$ cat config.mk
export PLATFORM = sky130hd
export DESIGN_NAME = ascii85_line_wrapped_encoder
export DESIGN_NICKNAME = d
export VERILOG_FILES = /design/src/sv/a85_pkg.sv /design/src/sv/a85_fifo.sv /design/src/sv/a85_front.sv /design/src/sv/a85_conv.sv /design/src/sv/a85_emit.sv /design/src/sv/ascii85_line_wrapped_encoder.sv
export SDC_FILE = /design/constraint.sdc
export NUM_CORES = 1
export LEC_CHECK = 0
export ABC_AREA = 1
export BUFFER_PORTS_ARGS = -buffer_cell sky130_fd_sc_hd__buf_2
export CAP_MARGIN = 20
export CORE_ASPECT_RATIO = 1.1
export CORE_MARGIN = 1
export CORE_UTILIZATION = 50
export CTS_BUF_LIST = sky130_fd_sc_hd__clkbuf_8 sky130_fd_sc_hd__clkbuf_16
export CTS_CLUSTER_DIAMETER = 200
export CTS_CLUSTER_SIZE = 16
export DETAILED_ROUTE_END_ITERATION = 8
export GPL_TIMING_DRIVEN = 0
export PLACE_DENSITY = 0.65
export SKIP_LAST_GASP = 1
export SYNTH_ARGS = -nofsm -noshare
export SYNTH_HDL_FRONTEND = slang
export SYNTH_SLANG_ARGS = --single-unit
$ cat constraint.sdc
create_clock -name clock -period 10.5 [get_ports clock]
set_input_delay 2.1 -clock clock [delete_from_list [all_inputs] [get_ports clock]]
set_output_delay 2.1 -clock clock [all_outputs]
set_load 0.05 [all_outputs]
$ cat src/sv/a85_pkg.sv
`timescale 1ns / 1ps
// Shared types, constants and helper functions for the line-wrapped ASCII85 encoder.
// No dependencies; every other file of the block uses this package.
package a85_pkg;

   localparam int MAX_LINE_WIDTH_DEF = 1020;
   localparam int LINE_WIDTH_W       = 10;
   localparam int LINE_WIDTH_RESET   = 75;
   localparam int MIN_WIDTH          = 5;
   // Largest rounded width that a 10-bit line width register can ask for.
   localparam int WIDTH_CEIL_MAX     = 1025;

   localparam int JOB_DEPTH   = 2;
   localparam int RSP_DEPTH   = 2;
   localparam int NUM_DIGITS  = 5;
   localparam int NIBBLES     = 8;
   localparam int RADIX_N     = 85;

   localparam logic [7:0] RADIX  = 8'(RADIX_N);
   // 205 / 1024 is close enough to 1/5 to divide any 10-bit value exactly.
   localparam logic [7:0] RECIP5 = 8'd205;

   localparam logic [6:0] DIGIT_BASE = 7'd33;
   localparam logic [6:0] CH_Z       = 7'd122;
   localparam logic [6:0] CH_NL      = 7'd10;
   localparam logic [6:0] CH_TILDE   = 7'd126;
   localparam logic [6:0] CH_GT      = 7'd62;

   typedef enum logic {
      REG_LINE_WIDTH     = 1'b0,
      REG_PUT_END_MARKER = 1'b1
   } csr_index_type;

   typedef logic [NUM_DIGITS-1:0][6:0] digits_type;
   typedef logic [RADIX_N-1:0][10:0]   mul16_tab_type;

   typedef struct packed {
      logic [31:0] word;
      logic        is_zero;
      logic        is_last;
   } job_type;

   typedef struct packed {
      digits_type digits;
      logic       is_zero;
      logic       is_last;
   } digit_job_type;

   typedef struct packed {
      logic [6:0] out_char;
      logic       last_char;
   } rsp_type;

   function automatic int eff_cap(int max_width);
      int c;
      c = (max_width / 5) * 5;
      if (c < MIN_WIDTH) c = MIN_WIDTH;
      return c;
   endfunction

   function automatic int col_bits(int max_width);
      int m;
      m = eff_cap(max_width);
      if (m > WIDTH_CEIL_MAX) m = WIDTH_CEIL_MAX;
      return $clog2(m + 1);
   endfunction

   // Entry d holds {16*d / 85, 16*d % 85}, built by stepping d upward.
   function automatic mul16_tab_type build_mul16();
      mul16_tab_type t;
      int q;
      int r;
      q = 0;
      r = 0;
      for (int d = 0; d < RADIX_N; d++) begin
         t[d] = {4'(q), 7'(r)};
         r = r + 16;
         if (r >= RADIX_N) begin
            r = r - RADIX_N;
            q = q + 1;
         end
      end
      return t;
   endfunction

   localparam mul16_tab_type MUL16_TAB = build_mul16();

   // Multiplies the base-85 number by 16 and adds one nibble, carrying from
   // the least significant digit upward.
   function automatic digits_type radix_step(digits_type d, logic [3:0] nib);
      digits_type r;
      logic [3:0] c;
      logic [10:0] e;
      logic [7:0] s;
      c = nib;
      for (int i = 0; i < NUM_DIGITS; i++) begin
         e = MUL16_TAB[d[i]];
         s = {1'b0, e[6:0]} + {4'b0000, c};
         if (s >= RADIX) begin
            r[i] = 7'(s - RADIX);
            c    = e[10:7] + 4'd1;
         end else begin
            r[i] = s[6:0];
            c    = e[10:7];
         end
      end
      return r;
   endfunction

endpackage

$ cat src/sv/a85_fifo.sv
`timescale 1ns / 1ps
// Small register queue with push/full and pop/empty sides.
// Depends on a85_pkg for default sizes.
module a85_fifo #(
   parameter int WIDTH = 34,
   parameter int DEPTH = a85_pkg::JOB_DEPTH
) (
   input  logic             clock,
   input  logic             reset,
   input  logic             push,
   input  logic [WIDTH-1:0] push_data,
   output logic             full,
   input  logic             pop,
   output logic [WIDTH-1:0] pop_data,
   output logic             empty
);

   localparam int PW = $clog2(DEPTH);
   localparam int CW = $clog2(DEPTH + 1);

   logic [WIDTH-1:0] mem_ff [DEPTH];
   logic [PW-1:0]    wr_ptr_ff, wr_ptr_in;
   logic [PW-1:0]    rd_ptr_ff, rd_ptr_in;
   logic [CW-1:0]    count_ff, count_in;
   logic             do_push;
   logic             do_pop;

   assign full     = (count_ff == CW'(DEPTH));
   assign empty    = (count_ff == '0);
   assign do_push  = push && !full;
   assign do_pop   = pop && !empty;
   assign pop_data = mem_ff[rd_ptr_ff];

   always_comb begin
      wr_ptr_in = do_push ? wr_ptr_ff + 1'b1 : wr_ptr_ff;
      rd_ptr_in = do_pop ? rd_ptr_ff + 1'b1 : rd_ptr_ff;
      count_in  = count_ff;
      if (do_push && !do_pop) begin
         count_in = count_ff + 1'b1;
      end else if (do_pop && !do_push) begin
         count_in = count_ff - 1'b1;
      end
   end

   always_ff @(posedge clock) begin
      if (reset) begin
         wr_ptr_ff <= '0;
         rd_ptr_ff <= '0;
         count_ff  <= '0;
      end else begin
         wr_ptr_ff <= wr_ptr_in;
         rd_ptr_ff <= rd_ptr_in;
         count_ff  <= count_in;
      end
   end

   always_ff @(posedge clock) begin
      if (do_push) begin
         mem_ff[wr_ptr_ff] <= push_data;
      end
   end

endmodule

$ cat src/sv/a85_front.sv
`timescale 1ns / 1ps
// Front end: packs bytes big-endian into words and classifies each finished word.
// Depends on a85_pkg for the job type.
module a85_front (
   input  logic              clock,
   input  logic              reset,
   input  logic              req_push,
   output logic              req_full,
   input  logic [7:0]        req_data_byte,
   input  logic              req_last_byte,
   output logic              q_push,
   output a85_pkg::job_type  q_job,
   input  logic              q_full
);

   logic [31:0] acc_ff, acc_in;
   logic [1:0]  cnt_ff, cnt_in;
   logic [31:0] word;
   logic [4:0]  shift;
   logic        accept;
   logic        complete;

   assign req_full = q_full;
   assign accept   = req_push && !q_full;
   // The byte lands in slot cnt from the top; lower slots stay zero.
   assign shift    = {~cnt_ff, 3'b000};
   assign word     = acc_ff | ({24'd0, req_data_byte} << shift);
   assign complete = (cnt_ff == 2'd3) || req_last_byte;

   always_comb begin
      q_push        = accept && complete;
      q_job.word    = word;
      q_job.is_zero = (word == 32'd0);
      q_job.is_last = req_last_byte;
      acc_in        = acc_ff;
      cnt_in        = cnt_ff;
      if (accept) begin
         acc_in = complete ? 32'd0 : word;
         cnt_in = complete ? 2'd0 : cnt_ff + 2'd1;
      end
   end

   always_ff @(posedge clock) begin
      if (reset) begin
         acc_ff <= '0;
         cnt_ff <= '0;
      end else begin
         acc_ff <= acc_in;
         cnt_ff <= cnt_in;
      end
   end

endmodule

$ cat src/sv/a85_conv.sv
`timescale 1ns / 1ps
// Back end, first part: converts a 32-bit word to five base-85 digits, one nibble a cycle, the last waiting for room.
// Depends on a85_pkg for the radix step and the job types.
module a85_conv (
   input  logic                    clock,
   input  logic                    reset,
   input  logic                    q_empty,
   output logic                    q_pop,
   input  a85_pkg::job_type        q_job,
   output logic                    res_valid,
   output a85_pkg::digit_job_type  res_job,
   input  logic                    res_ready
);

   localparam int NIB_W = $clog2(a85_pkg::NIBBLES);
   localparam logic [NIB_W-1:0] NIB_LAST = NIB_W'(a85_pkg::NIBBLES - 1);

   logic                   busy_ff, busy_in;
   logic [NIB_W-1:0]       nib_ff, nib_in;
   logic                   res_valid_ff, res_valid_in;
   logic [31:0]            word_ff;
   a85_pkg::digits_type    dig_ff;
   logic                   zero_ff;
   logic                   last_ff;
   a85_pkg::digit_job_type res_ff;
   a85_pkg::digits_type    dig_step;
   logic                   res_free;
   logic                   finishing;
   logic                   step;
   logic                   start;

   assign dig_step  = a85_pkg::radix_step(dig_ff, word_ff[31:28]);
   assign res_free  = !res_valid_ff || res_ready;
   // The last nibble can only be taken when the result register has room.
   assign finishing = busy_ff && (nib_ff == NIB_LAST) && res_free;
   assign step      = busy_ff && ((nib_ff != NIB_LAST) || res_free);
   assign start     = !q_empty && (!busy_ff || finishing);
   assign q_pop     = start;
   assign res_valid = res_valid_ff;
   assign res_job   = res_ff;

   always_comb begin
      busy_in      = start || (busy_ff && !finishing);
      nib_in       = nib_ff;
      if (start) begin
         nib_in = '0;
      end else if (step) begin
         nib_in = nib_ff + 1'b1;
      end
      res_valid_in = finishing || (res_valid_ff && !res_ready);
   end

   always_ff @(posedge clock) begin
      if (reset) begin
         busy_ff      <= 1'b0;
         nib_ff       <= '0;
         res_valid_ff <= 1'b0;
      end else begin
         busy_ff      <= busy_in;
         nib_ff       <= nib_in;
         res_valid_ff <= res_valid_in;
      end
   end

   always_ff @(posedge clock) begin
      if (start) begin
         word_ff <= q_job.word;
         dig_ff  <= '0;
         zero_ff <= q_job.is_zero;
         last_ff <= q_job.is_last;
      end else if (step) begin
         word_ff <= {word_ff[27:0], 4'h0};
         dig_ff  <= dig_step;
      end
      if (finishing) begin
         res_ff.digits  <= dig_step;
         res_ff.is_zero <= zero_ff;
         res_ff.is_last <= last_ff;
      end
   end

endmodule

$ cat src/sv/a85_emit.sv
`timescale 1ns / 1ps
// Back end, second part: sends digits, line breaks and the end marker one character a cycle while the output has room.
// Depends on a85_pkg for character codes and job types.
module a85_emit #(
   parameter int MAX_LINE_WIDTH = a85_pkg::MAX_LINE_WIDTH_DEF,
   localparam int COL_W = a85_pkg::col_bits(MAX_LINE_WIDTH)
) (
   input  logic                   clock,
   input  logic                   reset,
   input  logic                   job_valid,
   input  a85_pkg::digit_job_type job,
   output logic                   job_ready,
   input  logic [COL_W-1:0]       eff,
   input  logic                   put_end_marker,
   output logic                   out_push,
   output a85_pkg::rsp_type       out_data,
   input  logic                   out_full
);

   localparam int LEFT_W = $clog2(a85_pkg::NUM_DIGITS);
   localparam logic [LEFT_W-1:0] LEFT_ALL = LEFT_W'(a85_pkg::NUM_DIGITS - 1);

   typedef enum logic [5:0] {
      ST_DIGIT   = 6'b000001,
      ST_WRAP    = 6'b000010,
      ST_PRE_NL  = 6'b000100,
      ST_TILDE   = 6'b001000,
      ST_GT      = 6'b010000,
      ST_POST_NL = 6'b100000
   } state_type;

   state_type           state_ff, state_in;
   logic                busy_ff, busy_in;
   logic [COL_W-1:0]    col_ff, col_in;
   logic [LEFT_W-1:0]   left_ff, left_in;
   a85_pkg::digits_type dig_ff, dig_in;
   logic                zero_ff, zero_in;
   logic                lastjob_ff, lastjob_in;

   logic [COL_W:0]      col_inc;
   logic [COL_W-1:0]    col_next;
   logic [COL_W+1:0]    marker_end;
   logic                wrap;
   logic                near;
   logic                finish;
   logic                done;
   logic                step_digit;
   logic                emit;
   logic                take;
   logic [6:0]          ch;
   logic                last_flag;
   state_type           state_next;

   assign emit      = busy_ff && !out_full;
   assign take      = job_valid && (!busy_ff || (emit && done));
   assign job_ready = take;
   assign out_push  = emit;

   always_comb begin
      col_inc    = {1'b0, col_ff} + 1'b1;
      wrap       = (col_inc >= {1'b0, eff});
      ch         = a85_pkg::CH_NL;
      last_flag  = 1'b0;
      finish     = 1'b0;
      done       = 1'b0;
      step_digit = 1'b0;
      col_next   = col_ff;
      state_next = state_ff;
      unique case (state_ff)
         ST_DIGIT: begin
            ch = zero_ff ? a85_pkg::CH_Z
                         : dig_ff[a85_pkg::NUM_DIGITS-1] + a85_pkg::DIGIT_BASE;
            if (wrap) begin
               col_next   = '0;
               state_next = ST_WRAP;
            end else begin
               col_next = col_inc[COL_W-1:0];
               if (left_ff != '0) begin
                  step_digit = 1'b1;
               end else begin
                  finish = 1'b1;
               end
            end
         end
         ST_WRAP: begin
            ch = a85_pkg::CH_NL;
            if (left_ff != '0) begin
               step_digit = 1'b1;
               state_next = ST_DIGIT;
            end else begin
               finish = 1'b1;
            end
         end
         ST_PRE_NL: begin
            ch         = a85_pkg::CH_NL;
            state_next = ST_TILDE;
         end
         ST_TILDE: begin
            ch         = a85_pkg::CH_TILDE;
            state_next = ST_GT;
         end
         ST_GT: begin
            ch         = a85_pkg::CH_GT;
            state_next = ST_POST_NL;
         end
         ST_POST_NL: begin
            ch        = a85_pkg::CH_NL;
            last_flag = 1'b1;
            done      = 1'b1;
            col_next  = '0;
         end
         default: begin
            state_next = ST_DIGIT;
         end
      endcase

      // The marker gets a line of its own when two more columns would overflow.
      marker_end = {2'b00, col_next} + 2'd2;
      near       = (marker_end > {2'b00, eff});
      if (finish) begin
         if (lastjob_ff && put_end_marker) begin
            state_next = near ? ST_PRE_NL : ST_TILDE;
         end else begin
            last_flag = 1'b1;
            done      = 1'b1;
            if (lastjob_ff) begin
               col_next = '0;
            end
         end
      end

      out_data.out_char  = ch;
      out_data.last_char = last_flag;
   end

   always_comb begin
      busy_in    = busy_ff;
      state_in   = state_ff;
      col_in     = emit ? col_next : col_ff;
      left_in    = left_ff;
      dig_in     = dig_ff;
      zero_in    = zero_ff;
      lastjob_in = lastjob_ff;
      if (take) begin
         busy_in    = 1'b1;
         state_in   = ST_DIGIT;
         left_in    = job.is_zero ? '0 : LEFT_ALL;
         dig_in     = job.digits;
         zero_in    = job.is_zero;
         lastjob_in = job.is_last;
      end else if (emit) begin
         state_in = state_next;
         if (done) begin
            busy_in = 1'b0;
         end
         if (step_digit) begin
            left_in = left_ff - 1'b1;
            dig_in  = {dig_ff[a85_pkg::NUM_DIGITS-2:0], 7'd0};
         end
      end
   end

   always_ff @(posedge clock) begin
      if (reset) begin
         busy_ff  <= 1'b0;
         state_ff <= ST_DIGIT;
         col_ff   <= '0;
         left_ff  <= '0;
      end else begin
         busy_ff  <= busy_in;
         state_ff <= state_in;
         col_ff   <= col_in;
         left_ff  <= left_in;
      end
   end

   always_ff @(posedge clock) begin
      dig_ff     <= dig_in;
      zero_ff    <= zero_in;
      lastjob_ff <= lastjob_in;
   end

endmodule

$ cat src/sv/ascii85_line_wrapped_encoder.sv
`timescale 1ns / 1ps
// Line-wrapped ASCII85 encoder. A byte that completes a word (or ends a message) passes
// through the job queue, the base-85 converter, the emitter and the result queue. The
// converter takes the next word as it finishes the last, while the result side moves one
// character per cycle when the result queue has room. Reset (synchronous, active high)
// empties both queues, clears the word and column state and loads line width 75 with
// the end marker enabled; no clearing pass is needed.
module ascii85_line_wrapped_encoder #(
   parameter int MAX_LINE_WIDTH = a85_pkg::MAX_LINE_WIDTH_DEF
) (
   input  logic                            clock,
   input  logic                            reset,
   input  logic                            req_push,
   output logic                            req_full,
   input  logic [7:0]                      req_data_byte,
   input  logic                            req_last_byte,
   output logic                            rsp_empty,
   input  logic                            rsp_pop,
   output logic [6:0]                      rsp_out_char,
   output logic                            rsp_last_char,
   input  logic                            csr_valid,
   output logic                            csr_ready,
   input  logic [0:0]                      csr_index,
   input  logic [a85_pkg::LINE_WIDTH_W-1:0] csr_data
);

   localparam int CAP   = a85_pkg::eff_cap(MAX_LINE_WIDTH);
   localparam int COL_W = a85_pkg::col_bits(MAX_LINE_WIDTH);
   localparam int CAP_W = $clog2(CAP + 1);
   localparam int EW    = (CAP_W > 11) ? CAP_W : 11;
   localparam int JOB_W = $bits(a85_pkg::job_type);
   localparam int RSP_W = $bits(a85_pkg::rsp_type);

   logic [a85_pkg::LINE_WIDTH_W-1:0] lw_ff, lw_in;
   logic                             marker_ff, marker_in;
   logic [COL_W-1:0]                 eff_ff, eff_in;

   logic [a85_pkg::LINE_WIDTH_W-1:0] lw_m1;
   logic [17:0]                      prod;
   logic [7:0]                       quo_p1;
   logic [10:0]                      ceil5;
   logic [EW-1:0]                    eff_wide;

   logic                   q_push;
   logic                   q_full;
   logic                   q_empty;
   logic                   q_pop;
   a85_pkg::job_type       q_wr_job;
   a85_pkg::job_type       q_rd_job;
   logic                   res_valid;
   logic                   res_ready;
   a85_pkg::digit_job_type res_job;
   logic                   o_push;
   logic                   o_full;
   a85_pkg::rsp_type       o_wr;
   a85_pkg::rsp_type       o_rd;

   assign csr_ready = 1'b1;

   always_comb begin
      lw_in     = lw_ff;
      marker_in = marker_ff;
      if (csr_valid) begin
         unique case (a85_pkg::csr_index_type'(csr_index))
            a85_pkg::REG_LINE_WIDTH:     lw_in     = csr_data;
            a85_pkg::REG_PUT_END_MARKER: marker_in = csr_data[0];
         endcase
      end
   end

   // Round the width up to a multiple of five: (w - 1) / 5 + 1 by reciprocal, then times 5; 0 gives 5, capped at CAP.
   always_comb begin
      lw_m1  = lw_ff - 1'b1;
      prod   = 18'(lw_m1) * 18'(a85_pkg::RECIP5);
      quo_p1 = prod[17:10] + 8'd1;
      ceil5  = ({3'b000, quo_p1} << 2) + {3'b000, quo_p1};
      if (lw_ff == '0) begin
         eff_wide = EW'(a85_pkg::MIN_WIDTH);
      end else if (EW'(ceil5) > EW'(CAP)) begin
         eff_wide = EW'(CAP);
      end else begin
         eff_wide = EW'(ceil5);
      end
      eff_in = eff_wide[COL_W-1:0];
   end

   always_ff @(posedge clock) begin
      if (reset) begin
         lw_ff     <= a85_pkg::LINE_WIDTH_W'(a85_pkg::LINE_WIDTH_RESET);
         marker_ff <= 1'b1;
      end else begin
         lw_ff     <= lw_in;
         marker_ff <= marker_in;
      end
   end

   always_ff @(posedge clock) begin
      eff_ff <= eff_in;
   end

   a85_front u_front (
      .clock         (clock),
      .reset         (reset),
      .req_push      (req_push),
      .req_full      (req_full),
      .req_data_byte (req_data_byte),
      .req_last_byte (req_last_byte),
      .q_push        (q_push),
      .q_job         (q_wr_job),
      .q_full        (q_full)
   );

   a85_fifo #(
      .WIDTH (JOB_W),
      .DEPTH (a85_pkg::JOB_DEPTH)
   ) u_job_q (
      .clock     (clock),
      .reset     (reset),
      .push      (q_push),
      .push_data (q_wr_job),
      .full      (q_full),
      .pop       (q_pop),
      .pop_data  (q_rd_job),
      .empty     (q_empty)
   );

   a85_conv u_conv (
      .clock     (clock),
      .reset     (reset),
      .q_empty   (q_empty),
      .q_pop     (q_pop),
      .q_job     (q_rd_job),
      .res_valid (res_valid),
      .res_job   (res_job),
      .res_ready (res_ready)
   );

   a85_emit #(
      .MAX_LINE_WIDTH (MAX_LINE_WIDTH)
   ) u_emit (
      .clock          (clock),
      .reset          (reset),
      .job_valid      (res_valid),
      .job            (res_job),
      .job_ready      (res_ready),
      .eff            (eff_ff),
      .put_end_marker (marker_ff),
      .out_push       (o_push),
      .out_data       (o_wr),
      .out_full       (o_full)
   );

   a85_fifo #(
      .WIDTH (RSP_W),
      .DEPTH (a85_pkg::RSP_DEPTH)
   ) u_rsp_q (
      .clock     (clock),
      .reset     (reset),
      .push      (o_push),
      .push_data (o_wr),
      .full      (o_full),
      .pop       (rsp_pop),
      .pop_data  (o_rd),
      .empty     (rsp_empty)
   );

   assign rsp_out_char  = o_rd.out_char;
   assign rsp_last_char = o_rd.last_char;

endmodule

==> metrics.md, run 1 <==
| Metric | Value |
|---|---|
| Core area | `approximately 0.040 mm²` |
| CP arrival | `~11 ns` |
| Vias | `16242` |
| Worst clock skew | `between 0.01 and 0.015 ns` |
| Final setup violation count | `0` |
| Crit path launch type | `register` |
| Wire length per cell | `approximately 14 µm` |
| Initial antenna violation count | `0` |
| Slew Limit Headroom | `between 40 and 50%` |
| Placed insts | `3026` |
| ANT cells | `0` |
| First-pass GRT wire length | `between 70000 and 80000 µm` |
| Nets | `2769` |
| Die height | `roughly 220 µm` |
| Area Overhead vs Synth | `12.4%` |
| CTS tree | `done` |
| Post-synthesis cell area | `a little over 0.02 mm²` |
| Sequential-to-total area share from yosys stat | `44.5%` |
| Finished Core Util | `57.5%` |
| CP Capture Type | `register` |
| MaxCap Viol Count | `0` |
| Yosys Warn Count | `0` |
| Yosys cell types | `62` |
| Largest net degree at the start of global routing | `28` |
| Synth top area share | `between 20% and 30%` |
| Final Hold Vio Count | `0` |
| DIE WIDTH | `~200 µm` |
| CP Class | `register to register` |
| Slowest-stage cell, CP | `fa_2` |
| Number of flops mapped to enable cells by yosys | `192` |
| Fin area | `around 0.023 mm²` |
| Post-Syn Instances | `2475` |
| Fill cells | `roughly 3600` |
| Final period util | `between 90 and 100%` |
| Slew Viols, Final | `0` |
| Number of I/O pins | `36` |
| Critical Path Most Common Cell | `nand2_2` |
| Synthesis-stage register bit count | `about 360` |
| Top-count cell post-synth | `nand2_1` |
| Worst-Skew Late Latency | `about 0.56 ns` |
| Detailed Routing Iterations Pass 1 | `7` |
| Vias in the first global route | `15572` |
| Async SR Flop Fraction | `0%` |
| Synth top cells by count | `nand2_1, inv_1, edfxtp_1, dfxtp_1, nor2_1` |
| Die area | `about 0.042 mm²` |
| Synth Flop Type | `edfxtp_1` |
| Share of cells above drive strength 1 | `about 15%` |
| WP data required | `about 11 ns` |
| Worst slew pin tran | `0.774 ns` |
| Final instance count without filler cells | `around 3100` |
| Synth top area cells | `edfxtp_1, dfxtp_1, nand2_1, ha_1, inv_1` |
| Port buffer count | `33` |
| Leading area contributor after synthesis | `edfxtp_1` |
| Overflow after GRT | `0` |
| H-tree Lvls | `1` |
| Via-to-Cell Ratio | `roughly 5.2` |
| Site Rows | `77` |
| Mapped Avg Cell Area | `roughly 8.4 µm²` |
| Status | `complete, no violations` |
| Crit path max-delay family | `adder cells` |
| FMAX | `around 0.098 GHz` |
| Placed cell area | `0.0217 mm²` |
| CP Max Fanout | `7` |
| Aggregate global-route resource usage | `21.1%` |
| 1st-iter DRT viols | `885` |
| Longest Clk Path Bufs | `3` |
| Clk Tree Root Cell | `clkbuf_16` |
| Worst Path Buf+Inv | `13` |
| Max incr delay on CP | `0.59 ns` |
| Clock transition at path regs | `roughly 0.080 ns` |
| Routed Antenna Nets | `0` |
| Clk sink count | `364` |
| Residual DRC count | `0` |
| Hold WC Path Type | `register to register` |
| Inserted Clock Buffers | `26` |
| Initial core utilization | `51.2%` |
| Final min period | `10.16 ns` |
| Syn Nets | `~2700` |
| Routed WL | `44700 µm` |
| Detailed placer's ending HPWL | `roughly 33000 µm` |
| Routability Congestion | `roughly 0.9` |
==> worst reg2reg max path, delay by kind of cell (launching register included) <==
kind	cells	cell delay, ns
buffers and inverters	13	1.16
adder cells (fa/ha/maj)	10	2.88
XOR/XNOR	8	1.44
flip-flops	1	0.43
AO/OA/AOI/OAI	15	1.96
AND/OR/NAND/NOR	25	2.16
==> layer usage <==
metal | share of wire, % | vias to the layer above | GRT usage [%] | routed length [µm]
li1 | - | 8243 | - | -
met1 | 46 | 7614 | 28.1 | 20600
met2 | 47 | 328 | 36.3 | 21200
met3 | 4.5 | 57 | 2.39 | 2020
met4 | 2.0 | 0 | 5.39 | 903
met5 | 0 | - | 0 | 0
==> layout make-up <==
| type | instances | area [µm²] | share of cell area [%] |
|---|---|---|---|
| clock buffer | 28 | 701 | 3.01 |
| timing repair buffer | 82 | 642 | 2.76 |
| tap | 513 | 642 | 2.76 |
| sequential | 364 | 9210 | 39.6 |
| inverter | 407 | 1530 | 6.57 |
| multi-input combinational | 1645 | 10200 | 43.7 |
| buffer | 58 | 320 | 1.38 |
| clock inverter | 18 | 67.6 | 0.290 |
==> placed cells by master, fill, tap and decap left out, types with 39 or more instances in the layout <==
cell      netlist  routed
nand2_1       573     545
inv_1         372     377
edfxtp_1      192     192
dfxtp_1       172     171
nor2_1        146     139
o21ai_0       143     135
nand3_1       130     127
ha_1          137     120
a21oi_1       129     119
xor2_1         66      58
nand2_2        27      50
buf_4           3      45
inv_2          30      42
buf_2          10      40
nor3_1         39      39
==> final timing paths <==
path,start,to,slack (ns),depth (start not counted)
setup / recovery,u_conv.word_ff[28]$_DFFE_PP_,register,0.34,71
hold / removal,u_conv.last_ff$_DFFE_PP_,u_conv.res_job[0]$_DFFE_PP_,0.43,0
setup reg to reg,u_conv.word_ff[28]$_DFFE_PP_,register,0.34,71
hold reg to reg,u_conv.last_ff$_DFFE_PP_,u_conv.res_job[0]$_DFFE_PP_,0.43,0
==> what timing repair did <==
item                                    in CTS  in global routing
endpoints found under the setup margin      21                 20
pin swaps                                   17                 54
hold buffers                                 0                  0
buffers inserted                            17                 27
gates resized for setup                     40                 96
==> kinds of logic (layout without fill, tap and decap cells) <==
group                    Yosys count  count (layout)  share of synthesized area, %
flip-flops                       364             364                          44.5
multiplexers                      14              14                         0.737
AND/OR/NAND/NOR                 1031            1031                          22.4
XOR/XNOR                          88              88                          3.76
buffers and inverters            466             593                          8.89
adder cells (fa/ha/maj)          160             160                          10.5
AO/OA/AOI/OAI                    351             351                          9.26
other                              1               1                        0.0181
==> metrics by stage <==
stage / hold WS, ns / setup TNS, ns / setup WS, ns
after floorplan: 0.400 / 0 / 0.0399
after global placement: 0.420 / -12.27 / -1.16
after detailed placement: 0.421 / -18.90 / -1.53
after CTS: 0.428 / 0 / 0.0111
after global routing: 0.439 / -1.90 / -0.304
final: 0.433 / 0 / 0.339
Power of run 1 is left out: the tool's default activity adds up to more than one toggle a clock period on the data nets, which glitch-free logic cannot reach.
==> inputs of run 2 (changes only) <==
--- a/config.mk
+++ b/config.mk
@@ -11,7 +11,6 @@
 export CORE_ASPECT_RATIO = 1.1
 export CORE_MARGIN = 1
 export CORE_UTILIZATION = 50
-export CTS_BUF_LIST = sky130_fd_sc_hd__clkbuf_8 sky130_fd_sc_hd__clkbuf_16
 export CTS_CLUSTER_DIAMETER = 200
 export CTS_CLUSTER_SIZE = 16
 export DETAILED_ROUTE_END_ITERATION = 8
==> run 2 against run 1 <==
Effect of this change:
- global-route usage did not move
- wire length barely moved
- cell area did not move
- highest routed layer unchanged
- cell count did not move
==> metrics.md, run 2 (same netlist as run 1, synthesis figures left out) <==
| Metric | Value |
|---|---|
| CP Max Fanout | `7` |
| Site Rows | `77` |
| WHS | `around 0.43 ns` |
| 1st-iter DRT viols | `roughly 900` |
| Final Hold Vio Count | `0` |
| Final setup violation count | `0` |
| Clk Tree Root Cell | `clkbuf_16` |
| Worst r2r path cells | `71` |
| Reg2reg setup slack | `0.34 ns` |
| Worst clock skew | `approximately 0.0097 ns` |
| Slew Limit Headroom | `a little under half` |
| Commonest non-fill, non-tap cell in the layout | `nand2_1` |
| Setup ws final | `~0.34 ns` |
| Status | `complete, no violations` |
| Slew Viols, Final | `0` |
| Largest net degree at the start of global routing | `28` |
| ANT cells | `0` |
| Worst slew pin tran | `just under 0.8 ns` |
| DP Worst Slack | `-1.53 ns` |
| Initial core utilization | `just over 50%` |
| Initial antenna violation count | `0` |
| Die area | `~0.042 mm²` |
| Routed Antenna Nets | `0` |
| Critical Path Most Common Cell | `nand2_2` |
| Inserted Clock Buffers | `26` |
| Hold buffers post-CTS | `0` |
| Core area | `just over 0.04 mm²` |
| Residual DRC count | `0` |
| Via-to-Cell Ratio | `5.21` |
| Clk sink count | `between 300 and 400` |
| Final period util | `a little over nine tenths` |
| Number of I/O pins | `36` |
| Overflow after GRT | `0` |
| Max incr delay on CP | `a little under 0.6 ns` |
| Routability Congestion | `a little under 0.9` |
| Worst reg2reg path startpoint | `u_conv.word_ff[28]$_DFFE_PP_` |
| Detailed Routing Iterations Pass 1 | `5` |
| Clock transition at path regs | `~0.08 ns` |
| CP arrival | `~11 ns` |
| Worst-Skew Late Latency | `roughly 0.56 ns` |
| Longest Clk Path Bufs | `3` |
| FMAX | `between 0.09 and 0.1 GHz` |
| Vias | `~16000` |
| Final min period | `10.16 ns` |
| Crit path launch type | `register` |
| Aggregate global-route resource usage | `roughly a fifth` |
| DIE WIDTH | `196 µm` |
| Setup crit start | `u_conv.word_ff[28]$_DFFE_PP_` |
| Most frequent cells in the layout | `nand2_1, inv_1, edfxtp_1` |
| Detailed placer's ending HPWL | `around 33000 µm` |
| Slowest-stage cell, CP | `fa_2` |
| First-pass GRT wire length | `between 70000 and 80000 µm` |
| Vias in the first global route | `~16000` |
| Die height | `between 200 and 250 µm` |
| MaxCap Viol Count | `0` |
| Port buffer count | `33` |
| Wire length per cell | `roughly 14 µm` |
| Hold WC Path Type | `register to register` |
| CP Class | `register to register` |
| Nets | `2769` |
| WP data required | `roughly 11 ns` |
| Area Overhead vs Synth | `12.4%` |
| CTS tree | `done` |
| CP Capture Type | `register` |
| Routed WL | `between 40000 and 50000 µm` |
| Share of cells above drive strength 1 | `between 10% and 20%` |
| H-tree Lvls | `1` |
## run 2: cell types whose count changed in the layout (fill, tap and decap cells not counted), sizes merged
cell	previous run	this run
inv	420	402
clkbuf	62	80
## run 2: worst min path at each step
stage,startpoint,depth (start not counted),to
5_1_grt,u_conv.last_ff$_DFFE_PP_,0,u_conv.res_job[0]$_DFFE_PP_
3_5_place_dp,u_conv.last_ff$_DFFE_PP_,0,u_conv.res_job[0]$_DFFE_PP_
4_1_cts,u_conv.last_ff$_DFFE_PP_,0,u_conv.res_job[0]$_DFFE_PP_
3_3_place_gp,u_conv.last_ff$_DFFE_PP_,0,u_conv.res_job[0]$_DFFE_PP_
6_report,u_conv.last_ff$_DFFE_PP_,0,u_conv.res_job[0]$_DFFE_PP_
2_1_floorplan,u_conv.last_ff$_DFFE_PP_,0,u_conv.res_job[0]$_DFFE_PP_
## run 2: layout make-up
class                   instances  area [µm²]
plain buffers                  58         320
clock buffers                  46         768
inverters                     407        1530
multi-input cells            1645       10200
fillers                      3599       17200
well taps                     513         642
repair buffers                 82         642
flip-flops and latches        364        9210
## run 2: per-stage QoR
stage               utilization (%)  TNS (ns)  std cells  cell area (µm²)
detailed placement             53.5    -18.90       3026            21700
floorplan                         -         0       2475            20700
CTS                            56.1         0       3089            22700
finish                         57.5         0       3115            23300
global route                   57.5     -1.90       3115            23300
global placement               53.2    -12.27       3021            21500
## run 2: critical path: cells and delay by family (launching register included)
family | cells | cell delay, ns
adders and majority gates | 10 | 2.89
and+or+nand+nor | 25 | 2.14
AOI/OAI and AO/OA | 15 | 1.96
xor gates and xnor gates | 8 | 1.44
buffers and inverters | 13 | 1.15
DFF | 1 | 0.43
## run 2: layer usage
metal	wire length, µm	global-route usage (%)
met5	0	0
met3	1890	2.39
met4	959	5.39
met1	20600	28.1
met2	21200	36.3
## run 2: what timing repair did
item / in CTS / in global routing
setup endpoints to repair: 21 / 20
cloned: 0 / 0
pin swaps: 17 / 54
buffers inserted: 17 / 27
gates resized for setup: 40 / 96
Power of run 2 is left out for the same reason.
==> inputs of run 3 (changes only) <==
--- a/config.mk
+++ b/config.mk
@@ -15,7 +15,8 @@
 export CTS_CLUSTER_SIZE = 16
 export DETAILED_ROUTE_END_ITERATION = 8
 export GPL_TIMING_DRIVEN = 0
-export PLACE_DENSITY = 0.65
+export PLACE_DENSITY = 0.63
+export SETUP_SLACK_MARGIN = 0.5
 export SKIP_LAST_GASP = 1
 export SYNTH_ARGS = -nofsm -noshare
 export SYNTH_HDL_FRONTEND = slang
==> constraint.sdc (replaced) <==
create_clock -name clock -period 11.26 [get_ports clock]
set_input_delay 2.252 -clock clock [delete_from_list [all_inputs] [get_ports clock]]
set_output_delay 2.252 -clock clock [all_outputs]
set_load 0.05 [all_outputs]
==> run 3 against run 2 <==
Effect of this change:
- via count shrank 0.68%
- cell area rose by 0.67%
- clock-buffer cell count unchanged
- global-route usage increased by 0.14 points
- wire length increased by 2.0%
- clock skew rose by 0.0042 ns
- cell count grew 0.42%
- register-to-register slack improved by 0.34 ns
- maximum frequency fell by 4.0%
- critical path depth up 2
- hold slack got worse by 0.0032 ns
- core utilization grew 0.38 points
==> metrics.md, run 3 (same netlist as run 1, synthesis figures left out) <==
| Metric | Value |
|---|---|
| Die height | `between 200 and 250 µm` |
| RSZ-0062 raised after global routing | `true` |
| Clock transition at path regs | `around 0.08 ns` |
| Final Hold Vio Count | `0` |
| Status | `complete, no violations` |
| Largest net degree at the start of global routing | `27` |
| Longest Clk Path Bufs | `3` |
| 1st-iter DRT viols | `around 940` |
| Clk sink count | `between 300 and 400` |
| Routability Congestion | `between 0.8 and 0.9` |
| Final min period | `10.59 ns` |
| Max incr delay on CP | `a little under 0.6 ns` |
| Site Rows | `77` |
| Initial antenna violation count | `1` |
| Routed WL | `45600 µm` |
| Routed Antenna Nets | `0` |
| Reg2reg setup slack | `approximately 0.67 ns` |
| WP data required | `about 12 ns` |
| Final setup violation count | `0` |
| Setup TNS | `0 ns` |
| Overflow after GRT | `0` |
| CTS tree | `done` |
| Slowest-stage cell, CP | `fa_2` |
| CP arrival | `roughly 11 ns` |
| FMAX | `approximately 0.094 GHz` |
| Commonest non-fill, non-tap cell in the layout | `nand2_1` |
| Slew Viols, Final | `0` |
| Inserted Clock Buffers | `26` |
| Fill cells | `between 3000 and 4000` |
| Initial core utilization | `between 50% and 60%` |
| Slew Limit Headroom | `43.8%` |
| Worst-Skew Late Latency | `roughly 0.56 ns` |
| First-pass GRT wire length | `between 70000 and 80000 µm` |
| Vias in the first global route | `around 15000` |
| Worst reg2reg path startpoint | `u_conv.word_ff[28]$_DFFE_PP_` |
| Crit path launch type | `register` |
| Wire length per cell | `about 15 µm` |
| Worst clock skew | `approximately 0.014 ns` |
| Hold buffers post-CTS | `0` |
| MaxCap Viol Count | `0` |
| Number of I/O pins | `36` |
| Nets | `about 2800` |
| Setup crit start | `u_conv.word_ff[28]$_DFFE_PP_` |
| Final period util | `a little over nine tenths` |
| Die area | `around 0.042 mm²` |
| Worst r2r path cells | `between 70 and 80` |
| Vias | `16122` |
| Clk Tree Root Cell | `clkbuf_16` |
| Area Overhead vs Synth | `13.1%` |
| H-tree Lvls | `1` |
| CP Class | `register to register` |
| Detailed placer's ending HPWL | `33900 µm` |
| Most frequent cells in the layout | `nand2_1, inv_1, edfxtp_1` |
| Share of cells above drive strength 1 | `~16%` |
| Port buffer count | `33` |
| Core area | `0.0405 mm²` |
| Aggregate global-route resource usage | `21.2%` |
| CP Capture Type | `register` |
| Detailed Routing Iterations Pass 1 | `7` |
| Worst slew pin tran | `approximately 0.83 ns` |
| DIE WIDTH | `between 150 and 200 µm` |
| CP Max Fanout | `6` |
| Via-to-Cell Ratio | `~5.2` |
| Residual DRC count | `0` |
| Hold WC Path Type | `register to register` |
| WHS | `0.429 ns` |
| Critical Path Most Common Cell | `nand2_2` |
| Finished Core Util | `between 50% and 60%` |
run 3: cell types whose count changed in the layout (fill, tap and decap cells not counted), sizes merged:
| cell | change |
|---|---|
| clkbuf | +2 |
| buf | +9 |
| diode | +1 |
| bufinv | +1 |
run 3: per-stage QoR:
step | std cells | cell area (µm²) | worst slack, ns
floorplan | 2475 | 20700 | 0.759
global placement | 3021 | 21500 | -0.448
detailed placement | 3026 | 21700 | -0.730
CTS | 3085 | 22600 | 0.531
global route | 3128 | 23400 | 0.0657
finish | 3128 | 23400 | 0.671
run 3: timing repair:
item | CTS | global route
endpoints found under the hold margin | 0 | 0
setup endpoints to repair | 21 | 20
gates resized for setup | 36 | 110
cloned | 0 | 2
pin swaps | 11 | 67
setup buffers | 12 | 40
run 3: critical path, delay by kind of cell, from the launching register on:
| kind | cells | cell delay (ns) |
|---|---|---|
| fa+ha+maj | 10 | 2.91 |
| compound gates | 14 | 1.99 |
| simple gates | 22 | 1.91 |
| buf+inv | 19 | 1.87 |
| xor+xnor | 8 | 1.31 |
| flops | 1 | 0.45 |
run 3: how the worst min path moves through the flow:
stage | start | end | slack, ns | cells past startpoint
final | u_conv.res_job[0]$_DFFE_PP_ | u_emit.lastjob_ff$_DFFE_PP_ | 0.43 | 0
after CTS | u_conv.res_job[0]$_DFFE_PP_ | u_emit.lastjob_ff$_DFFE_PP_ | 0.43 | 0
after global placement | u_conv.last_ff$_DFFE_PP_ | u_conv.res_job[0]$_DFFE_PP_ | 0.41 | 0
after floorplan | u_conv.last_ff$_DFFE_PP_ | u_conv.res_job[0]$_DFFE_PP_ | 0.40 | 0
after detailed placement | u_conv.res_job[0]$_DFFE_PP_ | u_emit.lastjob_ff$_DFFE_PP_ | 0.41 | 0
after global routing | u_conv.res_job[0]$_DFFE_PP_ | u_emit.lastjob_ff$_DFFE_PP_ | 0.45 | 0
run 3: routing by layer:
metal / up-vias / routed length [µm] / track usage (%)
li1: 8270 / - / -
met4: 0 / 1020 / 5.23
met5: - / 0 / 0
met2: 313 / 21700 / 36.5
met1: 7465 / 21000 / 28.4
met3: 74 / 1860 / 2.47
run 3: area by class of cell:
class	count	area [µm²]	share of cell area, %
clock inverter	1	30.0	0.128
sequential	364	9210	39.3
inverter	407	1530	6.54
multi-input combinational	1645	10200	43.5
antenna	1	2.50	0.0107
timing repair buffer	92	743	3.17
tap	513	642	2.74
clock buffer	46	747	3.19
buffer	59	339	1.45
Power of run 3 is left out for the same reason.
